[config.mk]
export PLATFORM = sky130hd
export DESIGN_NAME = string_to_integer_parser_unit
export DESIGN_NICKNAME = d
export VERILOG_FILES = /design/src/rtl/stip_pkg.sv /design/src/rtl/stip_front.sv /design/src/rtl/stip_queue.sv /design/src/rtl/stip_back.sv /design/src/rtl/string_to_integer_parser_unit.sv
export SDC_FILE = /design/constraint.sdc
export NUM_CORES = 2
export LEC_CHECK = 0
export ABC_AREA = 0
export BUFFER_PORTS_ARGS = -buffer_cell sky130_fd_sc_hd__buf_2
export CAP_MARGIN = 20
export CORE_UTILIZATION = 45
export CTS_BUF_LIST = sky130_fd_sc_hd__clkbuf_4
export DETAILED_ROUTE_END_ITERATION = 12
export PLACE_DENSITY = 0.67
export SYNTH_ARGS = -nofsm -noshare
export SYNTH_HDL_FRONTEND = slang
export SYNTH_SLANG_ARGS = --single-unit
[constraint.sdc]
create_clock -name i_clk -period 20 [get_ports i_clk]
set_clock_uncertainty 0.2 [all_clocks]
set_input_delay 2 -clock i_clk [delete_from_list [all_inputs] [get_ports i_clk]]
set_output_delay 2 -clock i_clk [all_outputs]
set_load 0.03 [all_outputs]
[src/rtl/stip_pkg.sv]
// ----------------------------------------------------------------------------
// stip_pkg
// Shared types, constants and functions of the string to integer parser.
// ----------------------------------------------------------------------------
`default_nettype none

package stip_pkg;

    // Default character count limit of one string.
    localparam int DEF_MAX_CHARS = 255;

    // Entries in the queue between the front and the back.
    localparam int QUEUE_DEPTH = 2;

    // Configuration register indexes.
    localparam logic [1:0] CFG_NUMBER_BASE = 2'd0;
    localparam logic [1:0] CFG_SIGNED_MODE = 2'd1;
    localparam logic [1:0] CFG_WIDE_MODE   = 2'd2;

    // Width of the configuration write data (the widest register).
    localparam int CFG_DATA_W = 6;

    // Digit code of a character that is no digit in any base.
    localparam logic [5:0] NO_DIGIT = 6'd63;

    // Configuration as seen by the back end.
    typedef struct packed {
        logic [5:0] number_base;
        logic       signed_mode;
        logic       wide_mode;
    } t_cfg;

    // One classified character as it travels through the queue.
    typedef struct packed {
        logic       is_ws;
        logic       is_minus;
        logic       is_plus;
        logic       is_zero;
        logic       is_x;
        logic [5:0] digit;
        logic       last;
        logic       ignore;
        logic       len_over;
    } t_qitem;

    // Largest magnitude allowed by the mode and the sign.
    function automatic logic [63:0] magnitude_limit(input logic signed_mode,
                                                    input logic wide_mode,
                                                    input logic negative);
        logic [63:0] m;
        if (signed_mode) begin
            m = wide_mode ? 64'h7FFF_FFFF_FFFF_FFFF : 64'h0000_0000_7FFF_FFFF;
            if (negative) begin
                m = m + 64'd1;
            end
        end else begin
            m = wide_mode ? 64'hFFFF_FFFF_FFFF_FFFF : 64'h0000_0000_FFFF_FFFF;
        end
        return m;
    endfunction

endpackage

`default_nettype wire

[src/rtl/stip_front.sv]
// ----------------------------------------------------------------------------
// stip_front
// Accepts characters, counts the string length and classifies each one.
// ----------------------------------------------------------------------------
`default_nettype none

module stip_front
    import stip_pkg::*;
#(
    parameter int MAX_CHARS = DEF_MAX_CHARS,
    parameter int PW        = $clog2(MAX_CHARS + 1)
) (
    input  wire logic          i_clk,
    input  wire logic          i_rst_n,
    input  wire logic          i_valid,
    input  wire logic [7:0]    i_char_code,
    input  wire logic          i_last_char,
    input  wire logic          i_space,
    output logic               o_ready,
    output logic               o_push,
    output t_qitem             o_item,
    output logic [PW-1:0]      o_pos
);

    logic [PW-1:0] r_count;
    logic          r_len_over;
    logic          accept;
    logic          at_limit;

    assign o_ready  = i_space;
    assign accept   = i_valid && i_space;
    assign o_push   = accept;
    assign at_limit = (r_count >= PW'(MAX_CHARS));
    assign o_pos    = r_count + PW'(1);

    // Classify the character.
    always_comb begin
        o_item          = '0;
        o_item.is_ws    = (i_char_code == 8'h20) || (i_char_code == 8'h09) ||
                          (i_char_code == 8'h0A) || (i_char_code == 8'h0D);
        o_item.is_minus = (i_char_code == 8'h2D);
        o_item.is_plus  = (i_char_code == 8'h2B);
        o_item.is_zero  = (i_char_code == 8'h30);
        o_item.is_x     = (i_char_code == 8'h78) || (i_char_code == 8'h58);
        if (i_char_code >= 8'h30 && i_char_code <= 8'h39) begin
            o_item.digit = 6'(i_char_code - 8'h30);
        end else if (i_char_code >= 8'h61 && i_char_code <= 8'h7A) begin
            o_item.digit = 6'(i_char_code - 8'h61 + 8'd10);
        end else if (i_char_code >= 8'h41 && i_char_code <= 8'h5A) begin
            o_item.digit = 6'(i_char_code - 8'h41 + 8'd10);
        end else begin
            o_item.digit = NO_DIGIT;
        end
        o_item.last     = i_last_char;
        o_item.ignore   = r_len_over || at_limit;
        o_item.len_over = r_len_over || at_limit;
    end

    // Length counter, cleared after the last character of a string.
    always_ff @(posedge i_clk) begin
        if (!i_rst_n) begin
            r_count    <= '0;
            r_len_over <= 1'b0;
        end else if (accept) begin
            if (i_last_char) begin
                r_count    <= '0;
                r_len_over <= 1'b0;
            end else if (!r_len_over) begin
                if (at_limit) begin
                    r_len_over <= 1'b1;
                end else begin
                    r_count <= o_pos;
                end
            end
        end
    end

endmodule

`default_nettype wire

[src/rtl/stip_queue.sv]
// ----------------------------------------------------------------------------
// stip_queue
// Small first-in first-out queue between the front and the back.
// ----------------------------------------------------------------------------
`default_nettype none

module stip_queue
    import stip_pkg::*;
#(
    parameter int DATA_W = 8,
    parameter int DEPTH  = QUEUE_DEPTH
) (
    input  wire logic              i_clk,
    input  wire logic              i_rst_n,
    input  wire logic              i_push,
    input  wire logic [DATA_W-1:0] i_data,
    input  wire logic              i_pop,
    output logic                   o_full,
    output logic                   o_empty,
    output logic [DATA_W-1:0]      o_data
);

    localparam int AW = (DEPTH > 1) ? $clog2(DEPTH) : 1;
    localparam int CW = $clog2(DEPTH + 1);

    logic [DATA_W-1:0] r_mem [DEPTH];
    logic [AW-1:0]     r_wptr;
    logic [AW-1:0]     r_rptr;
    logic [CW-1:0]     r_fill;
    logic              do_push;
    logic              do_pop;

    assign o_full  = (r_fill == CW'(DEPTH));
    assign o_empty = (r_fill == '0);
    assign do_push = i_push && !o_full;
    assign do_pop  = i_pop && !o_empty;
    assign o_data  = r_mem[r_rptr];

    // Entry storage.
    always_ff @(posedge i_clk) begin
        if (do_push) begin
            r_mem[r_wptr] <= i_data;
        end
    end

    // Pointers and fill level.
    always_ff @(posedge i_clk) begin
        if (!i_rst_n) begin
            r_wptr <= '0;
            r_rptr <= '0;
            r_fill <= '0;
        end else begin
            if (do_push) begin
                r_wptr <= (r_wptr == AW'(DEPTH - 1)) ? '0 : r_wptr + AW'(1);
            end
            if (do_pop) begin
                r_rptr <= (r_rptr == AW'(DEPTH - 1)) ? '0 : r_rptr + AW'(1);
            end
            if (do_push && !do_pop) begin
                r_fill <= r_fill + CW'(1);
            end else if (do_pop && !do_push) begin
                r_fill <= r_fill - CW'(1);
            end
        end
    end

endmodule

`default_nettype wire

[src/rtl/stip_back.sv]
// ----------------------------------------------------------------------------
// stip_back
// Runs the parse phases, accumulates digits and forms the result.
// ----------------------------------------------------------------------------
`default_nettype none

module stip_back
    import stip_pkg::*;
#(
    parameter int MAX_CHARS = DEF_MAX_CHARS,
    parameter int PW        = $clog2(MAX_CHARS + 1)
) (
    input  wire logic          i_clk,
    input  wire logic          i_rst_n,
    input  wire t_cfg          i_cfg,
    input  wire logic          i_empty,
    input  wire t_qitem        i_item,
    input  wire logic [PW-1:0] i_pos,
    output logic               o_pop,
    output logic               o_out_valid,
    input  wire logic          i_out_ready,
    output logic [63:0]        o_value_bits,
    output logic [7:0]         o_chars_used,
    output logic               o_overflowed,
    output logic               o_length_capped
);

    typedef enum logic [4:0] {
        PH_WS     = 5'b00001,
        PH_START  = 5'b00010,
        PH_ZERO   = 5'b00100,
        PH_DIGITS = 5'b01000,
        PH_DONE   = 5'b10000
    } t_phase;

    typedef enum logic [2:0] {
        ST_IDLE   = 3'b001,
        ST_ACC    = 3'b010,
        ST_RESULT = 3'b100
    } t_bstate;

    t_bstate       r_state, n_state;
    t_phase        r_phase, n_phase;
    logic          r_neg, n_neg;
    logic          r_seen, n_seen;
    logic [63:0]   r_acc, n_acc;
    logic [5:0]    r_base, n_base;
    logic [PW-1:0] r_end, n_end;
    logic          r_sat, n_sat;
    logic          r_last, n_last;
    logic          r_len_over, n_len_over;
    logic [PW-1:0] r_pos, n_pos;
    logic [5:0]    r_digit, n_digit;
    logic [69:0]   r_prod, n_prod;
    logic          r_out_valid;
    logic [63:0]   r_out_value, n_out_value;
    logic [7:0]    r_out_used, n_out_used;
    logic          r_out_ovf, n_out_ovf;
    logic          r_out_cap;
    logic          load_out;

    assign o_out_valid     = r_out_valid;
    assign o_value_bits    = r_out_value;
    assign o_chars_used    = r_out_used;
    assign o_overflowed    = r_out_ovf;
    assign o_length_capped = r_out_cap;

    // Phase sequencing, digit accumulation and result forming.
    always_comb begin
        t_phase      ph;
        logic [5:0]  ab;
        logic [5:0]  b;
        logic        cont;
        logic        go_acc;
        logic [69:0] sum;
        logic [63:0] lim;
        logic [63:0] mag;
        logic        ovf;

        n_state     = r_state;
        n_phase     = r_phase;
        n_neg       = r_neg;
        n_seen      = r_seen;
        n_acc       = r_acc;
        n_base      = r_base;
        n_end       = r_end;
        n_sat       = r_sat;
        n_last      = r_last;
        n_len_over  = r_len_over;
        n_pos       = r_pos;
        n_digit     = r_digit;
        n_prod      = r_prod;
        n_out_value = r_out_value;
        n_out_used  = r_out_used;
        n_out_ovf   = r_out_ovf;
        o_pop       = 1'b0;
        load_out    = 1'b0;
        ph          = r_phase;
        ab          = r_base;
        b           = i_cfg.number_base;
        cont        = 1'b0;
        go_acc      = 1'b0;
        sum         = r_prod + 70'(r_digit);
        lim         = magnitude_limit(i_cfg.signed_mode, i_cfg.wide_mode, r_neg);
        mag         = r_acc;
        ovf         = r_sat;

        unique case (r_state)
            ST_IDLE: begin
                if (!i_empty) begin
                    o_pop      = 1'b1;
                    n_last     = i_item.last;
                    n_len_over = i_item.len_over;
                    n_pos      = i_pos;
                    n_digit    = i_item.digit;
                    cont       = !i_item.ignore && (r_phase != PH_DONE);
                    // Leading whitespace and the optional sign.
                    if (cont && ph == PH_WS) begin
                        if (i_item.is_ws) begin
                            cont = 1'b0;
                        end else begin
                            ph = PH_START;
                            if (i_item.is_minus) begin
                                n_neg = 1'b1;
                                cont  = 1'b0;
                            end else if (i_item.is_plus) begin
                                cont = 1'b0;
                            end
                        end
                    end
                    // Base selection and the radix prefix.
                    if (cont && ph == PH_START) begin
                        if (b == 6'd1 || b > 6'd36) begin
                            ph   = PH_DONE;
                            cont = 1'b0;
                        end else if ((b == 6'd0 || b == 6'd16) && i_item.is_zero) begin
                            n_seen = 1'b1;
                            n_end  = i_pos;
                            ab     = b;
                            ph     = PH_ZERO;
                            cont   = 1'b0;
                        end else begin
                            ab = (b == 6'd0) ? 6'd10 : b;
                            ph = PH_DIGITS;
                        end
                    end else if (cont && ph == PH_ZERO) begin
                        if (i_item.is_x) begin
                            ab   = 6'd16;
                            ph   = PH_DIGITS;
                            cont = 1'b0;
                        end else begin
                            if (ab == 6'd0) begin
                                ab = 6'd8;
                            end
                            ph = PH_DIGITS;
                        end
                    end
                    // Digit in the active base.
                    if (cont && ph == PH_DIGITS) begin
                        if (i_item.digit >= ab || ab < 6'd2) begin
                            ph = PH_DONE;
                        end else if (!r_sat) begin
                            go_acc = 1'b1;
                        end else begin
                            n_seen = 1'b1;
                            n_end  = i_pos;
                        end
                    end
                    n_phase = ph;
                    n_base  = ab;
                    n_prod  = 70'(r_acc) * 70'(ab);
                    if (go_acc) begin
                        n_state = ST_ACC;
                    end else if (i_item.last) begin
                        n_state = ST_RESULT;
                    end
                end
            end
            ST_ACC: begin
                // The product plus the digit is checked against the limit.
                if (sum > 70'(lim)) begin
                    n_sat = 1'b1;
                end else begin
                    n_acc = sum[63:0];
                end
                n_seen  = 1'b1;
                n_end   = r_pos;
                n_state = r_last ? ST_RESULT : ST_IDLE;
            end
            ST_RESULT: begin
                if (!r_out_valid || i_out_ready) begin
                    load_out = 1'b1;
                    if (ovf || mag > lim) begin
                        mag = lim;
                        ovf = 1'b1;
                    end
                    n_out_value = (i_cfg.signed_mode && r_neg) ? (64'd0 - mag) : mag;
                    if (!r_seen) begin
                        n_out_used = 8'd0;
                    end else if (32'(r_end) > 32'd255) begin
                        n_out_used = 8'hFF;
                    end else begin
                        n_out_used = 8'(r_end);
                    end
                    n_out_ovf = ovf;
                    n_phase   = PH_WS;
                    n_neg     = 1'b0;
                    n_seen    = 1'b0;
                    n_acc     = '0;
                    n_base    = '0;
                    n_end     = '0;
                    n_sat     = 1'b0;
                    n_state   = ST_IDLE;
                end
            end
            default: begin
                n_state = ST_IDLE;
            end
        endcase
    end

    // Control and parse state.
    always_ff @(posedge i_clk) begin
        if (!i_rst_n) begin
            r_state     <= ST_IDLE;
            r_phase     <= PH_WS;
            r_neg       <= 1'b0;
            r_seen      <= 1'b0;
            r_acc       <= '0;
            r_base      <= '0;
            r_end       <= '0;
            r_sat       <= 1'b0;
            r_out_valid <= 1'b0;
        end else begin
            r_state <= n_state;
            r_phase <= n_phase;
            r_neg   <= n_neg;
            r_seen  <= n_seen;
            r_acc   <= n_acc;
            r_base  <= n_base;
            r_end   <= n_end;
            r_sat   <= n_sat;
            if (load_out) begin
                r_out_valid <= 1'b1;
            end else if (i_out_ready) begin
                r_out_valid <= 1'b0;
            end
        end
    end

    // Item holding registers and the result register.
    always_ff @(posedge i_clk) begin
        r_last      <= n_last;
        r_len_over  <= n_len_over;
        r_pos       <= n_pos;
        r_digit     <= n_digit;
        r_prod      <= n_prod;
        r_out_value <= n_out_value;
        r_out_used  <= n_out_used;
        r_out_ovf   <= n_out_ovf;
        if (load_out) begin
            r_out_cap <= r_len_over;
        end
    end

endmodule

`default_nettype wire

[src/rtl/string_to_integer_parser_unit.sv]
// ----------------------------------------------------------------------------
// string_to_integer_parser_unit
// Parses a character stream into an integer with base prefix, sign and
// saturation on overflow.
// ----------------------------------------------------------------------------
//  Channel  | Direction | Handshake                   | Payload
//  ---------+-----------+-----------------------------+-------------------------
//  input    | in        | i_in_valid / o_in_ready     | i_char_code, i_last_char
//  output   | out       | o_out_valid / i_out_ready   | o_value_bits, o_chars_used,
//           |           |                             | o_overflowed, o_length_capped
//  config   | in        | i_cfg_we (no wait)          | i_cfg_index, i_cfg_data
//
// The front takes one character a cycle, while the two-entry queue has room.
// The back pops each character in its idle state; a digit still to be added
// registers the 64 by 6 multiply; the accumulate state then adds the digit and
// checks the limit. After a last character the result state forms the result.
// Reset sets base 10, signed and wide mode, and clears the parse state.
// A stalled result holds the back; the queue then fills and lowers o_in_ready.
// ----------------------------------------------------------------------------
`default_nettype none

module string_to_integer_parser_unit
    import stip_pkg::*;
#(
    parameter int MAX_CHARS = DEF_MAX_CHARS
) (
    input  wire logic                  i_clk,
    input  wire logic                  i_rst_n,
    input  wire logic                  i_in_valid,
    output logic                       o_in_ready,
    input  wire logic [7:0]            i_char_code,
    input  wire logic                  i_last_char,
    output logic                       o_out_valid,
    input  wire logic                  i_out_ready,
    output logic [63:0]                o_value_bits,
    output logic [7:0]                 o_chars_used,
    output logic                       o_overflowed,
    output logic                       o_length_capped,
    input  wire logic                  i_cfg_we,
    input  wire logic [1:0]            i_cfg_index,
    input  wire logic [CFG_DATA_W-1:0] i_cfg_data
);

    localparam int PW     = $clog2(MAX_CHARS + 1);
    localparam int DATA_W = $bits(t_qitem) + PW;

    logic [5:0]        r_number_base;
    logic              r_signed_mode;
    logic              r_wide_mode;
    t_cfg              cfg;
    logic              q_full;
    logic              q_empty;
    logic              q_push;
    logic              q_pop;
    t_qitem            f_item;
    logic [PW-1:0]     f_pos;
    logic [DATA_W-1:0] q_rdata;
    t_qitem            b_item;
    logic [PW-1:0]     b_pos;

    // Configuration registers.
    always_ff @(posedge i_clk) begin
        if (!i_rst_n) begin
            r_number_base <= 6'd10;
            r_signed_mode <= 1'b1;
            r_wide_mode   <= 1'b1;
        end else if (i_cfg_we) begin
            case (i_cfg_index)
                CFG_NUMBER_BASE: r_number_base <= i_cfg_data[5:0];
                CFG_SIGNED_MODE: r_signed_mode <= i_cfg_data[0];
                CFG_WIDE_MODE:   r_wide_mode   <= i_cfg_data[0];
                default: begin
                end
            endcase
        end
    end

    assign cfg.number_base = r_number_base;
    assign cfg.signed_mode = r_signed_mode;
    assign cfg.wide_mode   = r_wide_mode;

    // Character intake and classification.
    stip_front #(
        .MAX_CHARS (MAX_CHARS),
        .PW        (PW)
    ) u_front (
        .i_clk       (i_clk),
        .i_rst_n     (i_rst_n),
        .i_valid     (i_in_valid),
        .i_char_code (i_char_code),
        .i_last_char (i_last_char),
        .i_space     (!q_full),
        .o_ready     (o_in_ready),
        .o_push      (q_push),
        .o_item      (f_item),
        .o_pos       (f_pos)
    );

    // Queue between the two halves.
    stip_queue #(
        .DATA_W (DATA_W),
        .DEPTH  (QUEUE_DEPTH)
    ) u_queue (
        .i_clk   (i_clk),
        .i_rst_n (i_rst_n),
        .i_push  (q_push),
        .i_data  ({f_item, f_pos}),
        .i_pop   (q_pop),
        .o_full  (q_full),
        .o_empty (q_empty),
        .o_data  (q_rdata)
    );

    assign b_item = t_qitem'(q_rdata[DATA_W-1:PW]);
    assign b_pos  = q_rdata[PW-1:0];

    // Parse execution and result register.
    stip_back #(
        .MAX_CHARS (MAX_CHARS),
        .PW        (PW)
    ) u_back (
        .i_clk           (i_clk),
        .i_rst_n         (i_rst_n),
        .i_cfg           (cfg),
        .i_empty         (q_empty),
        .i_item          (b_item),
        .i_pos           (b_pos),
        .o_pop           (q_pop),
        .o_out_valid     (o_out_valid),
        .i_out_ready     (i_out_ready),
        .o_value_bits    (o_value_bits),
        .o_chars_used    (o_chars_used),
        .o_overflowed    (o_overflowed),
        .o_length_capped (o_length_capped)
    );

endmodule

`default_nettype wire

==> flow_summary.yaml <==
floorplan:
  core_mm2: 0.06871
  pin_count: 98
  initial_utilization_pct: 45.53
  fp.dieH_um: 265.7
  fp-row-count: 96
  die_w_um: 265.7
  die_area_mm2: 0.07057
critical_path:
  crit_family: "compound AO/OA/AOI/OAI gates"
  cp.required_ns: 20.39
  endpoint_kind: "flip-flop"
  path_cells: "mux2i_2 -> a41oi_1 -> a2111oi_4 -> and2_1 -> o221a_4 -> and2_1 -> fa_1 -> fa_1 -> inv_1 -> fa_1 -> inv_1 -> ha_1 -> a21oi_1 -> o211ai_1 -> a2111oi_1 -> a21oi_1 -> o21ai_0 -> nor3b_1 -> o21ai_0 -> nor4_1 -> o31ai_1 -> a311oi_1 -> xnor2_1"
  path_common_cell: "fa_1"
  critPathKind: "flip-flop to flip-flop"
  cp_max_fo: 67
  start_kind: "flip-flop"
  cp.arrival_ns: 9.70
  slowest_stage: "a2111oi_1"
  cp_slowest_stage_delay_ns: 0.88
  crit_buf_inv: 2
job:
  cap_viol_max_count: 0
clocking:
  ctsHoldBuffers: 0
  cts_setup_buffers: 0
  cts_tree: "yes"
  clock_sinks: 314
  cts_resized: 0
  numCtsBuffers: 89
  root_buffer: "clkbuf_4"
  h-tree-depth: 3
  cts_buffer_depth: 3
  clock_latency_ns: 0.91
  clkTransAtPathRegs_ns: 0.06
synth:
  async_flop_share_pct: 0
  synth_cell_type_count: 90
  syn-num-nets: 3951
  synth-edff-count: 202
  synth_seq_area_share_pct: 26.56
  synth_seq_cells: 314
  ys_warn_count: 0
  syn-mean-instance-area_um2: 9.077
  syn-instance-count: 3446
  synth_area_mm2: 0.03128
  synthFlopType: "edfxtp_1"
pwr:
  max-vdd-ir-drop_mv: 0.07104
  p_total_mw: 2.574
  powerDensity_mw_per_mm2: 76.28
  p_leak_nw: 15.16
layout:
  fill_cells: 6619
  nets: 3986
  syn_to_final_growth_pct: 7.868
  drive_gt1_share_pct: 9.643
global_route:
  overflow: 0
  track_usage_pct: 24.47
  grt_pass1_wl_um: 136400
  grt_start_max_net_pins: 71
  antenna_found_initial: 3
  grt_pass1_vias: 24650
sta:
  min_period_ns: 9.310
  fin_crit_sh_pct: 46.55
  fmax_ghz: 0.1074
  hold_viol_final: 0
  rsz0062_at_grt: "false"
  slew_headroom_pct: 27.49
  finalWorstSetupSlack_ns: 10.69
  slew_violations: 0
  final.setup.tns_ns: 0
  worst_pin_slew_ns: 1.085
  finalSetupViolCount: 0
route:
  dr.pass1.iters: 5
  drt_iter0_markers: 1978
  drc: 0
  viasPerCell: 5.580
  routedWlPerCell_um: 18.94
  drtAntennaViolNets: 0
  wirelength_um: 85100
  vias: 25070
place:
  dp_slack_ns: 10.96
  gp_congestion: 0.9499
  hpwlAfterDp_um: 62390
  portBuffers: 97
hold_path:
  worstHoldPathType: "flip-flop to flip-flop"
run_status:
  status: "completed"
==> power by group <==
group / internal [mW] / switching (mW) / total (mW)
Combinational: 0.339 / 0.641 / 0.980
Sequential: 0.857 / 0.107 / 0.964
Clock: 0.313 / 0.317 / 0.630
==> layout by cell type, fill, tap and decap left out, types with 14 or more instances in the layout <==
| master | netlist | final |
|---|---|---|
| ha_1 | 233 | 233 |
| nor4_1 | 24 | 24 |
| a31oi_1 | 33 | 33 |
| buf_4 | 6 | 36 |
| o31ai_1 | 19 | 19 |
| or3_1 | 26 | 26 |
| nor2_1 | 137 | 136 |
| xor2_1 | 65 | 65 |
| and2_1 | 319 | 319 |
| nand2_1 | 330 | 328 |
| edfxtp_1 | 202 | 202 |
| a21oi_1 | 169 | 168 |
| and3_1 | 32 | 32 |
| buf_2 | 4 | 96 |
| nand4_1 | 45 | 45 |
| mux2i_1 | 77 | 77 |
| inv_1 | 344 | 342 |
| o21ai_0 | 138 | 136 |
| xnor2_1 | 107 | 107 |
| o21a_1 | 14 | 14 |
| dfxtp_1 | 112 | 112 |
| mux2_2 | 16 | 16 |
| a21o_1 | 68 | 68 |
| nand3_1 | 79 | 79 |
| o211ai_1 | 14 | 14 |
| o21bai_1 | 14 | 14 |
| a22oi_1 | 16 | 16 |
| fa_1 | 250 | 250 |
| clkbuf_4 | 0 | 127 |
| clkinv_1 | 1 | 25 |
| nand2b_1 | 27 | 27 |
| nor3_1 | 46 | 46 |
| nor2b_1 | 103 | 101 |
==> routing by layer <==
metal	track usage [%]	part of all wire (%)	vias to the layer above
met1	32.71	44	12240
met4	8.543	2.9	0
met2	39.35	46	807
met3	4.925	6.9	151
met5	0	0	-
li1	-	-	11870
==> state kept, by name, summed over array words and instances, names as in the netlist, 8 cells and up, named ones only <==
signal	count
u_back.o_chars_used	8
u_back.o_value_bits	64
u_back.r_acc	64
u_back.r_end	8
u_back.r_pos	8
u_back.r_prod	70
u_front.r_count	8
u_queue.r_mem	42
==> synth_stat cells (all sizes together) (16+ instances only) <==
cell type | n | area [µm²]
xnor2 | 107 | 937.2
a31oi | 34 | 227.7
ha | 233 | 2915
and3 | 32 | 200.2
fa | 250 | 5005
inv | 345 | 1295
nand2 | 331 | 1245
a21oi | 169 | 845.8
nor2 | 138 | 520.5
mux2i | 78 | 784.5
edfxtp | 202 | 6066
o31ai | 21 | 167.7
or3 | 26 | 162.7
nand2b | 27 | 168.9
nor2b | 103 | 644.4
dfxtp | 112 | 2242
xor2 | 65 | 569.3
mux2 | 17 | 191.4
nor4 | 27 | 196.4
and2 | 319 | 1996
a22oi | 16 | 120.1
buf | 21 | 128.9
clkbuf | 168 | 631.9
nor3 | 47 | 240.2
o21ai | 142 | 714.4
nand3 | 79 | 395.4
a21o | 68 | 510.5
nand4 | 45 | 281.5
==> layout make-up <==
| type | count | area (µm²) | share of cell area (%) |
|---|---|---|---|
| Clock buffer | 127 | 953.4 | 2.826 |
| Sequential cell | 314 | 8308 | 24.62 |
| Inverter | 346 | 1303 | 3.860 |
| Multi-Input combinational cell | 2597 | 21000 | 62.25 |
| Antenna cell | 5 | 12.51 | 0.03708 |
| Tap cell | 931 | 1165 | 3.452 |
| Clock inverter | 40 | 231.5 | 0.6860 |
| Timing Repair Buffer | 133 | 765.7 | 2.269 |
==> metrics by stage <==
step	hold WS, ns	utilization (%)	instance area, µm²	std cells
final	0.2387	49.11	33740	4493
after global routing	0.2595	49.11	33740	4492
after CTS	0.2442	49.06	33710	4486
after detailed placement	0.2116	47.33	32520	4319
after global placement	0.2128	47.33	32520	4319
after floorplan	0.2003	-	31280	3446
==> final timing paths <==
kind | from | end | slack [ns] | cells past startpoint
worst max-delay path | flip-flop | u_back.r_prod[54] | 10.69 | 23
worst min register to register | u_back.r_len_over | u_back.o_length_capped | 0.24 | 0
worst min-delay path | u_back.r_len_over | u_back.o_length_capped | 0.24 | 0
worst max register to register | flip-flop | u_back.r_prod[54] | 10.69 | 23
==> logic make-up (layout without fill, tap and decap cells) <==
logic type | count (synthesis) | after routing | share of synthesized area (%)
DFF | 314 | 314 | 26.56
AOI/OAI and AO/OA | 611 | 611 | 12.67
and+or+nand+nor | 1236 | 1236 | 20.93
muxes | 95 | 95 | 3.120
other | 0 | 5 | 0
buffers and inverters | 535 | 646 | 6.584
xor gates and xnor gates | 172 | 172 | 4.816
adders and majority gates | 483 | 483 | 25.32
Note: power is estimated with default switching activity, not from simulation.
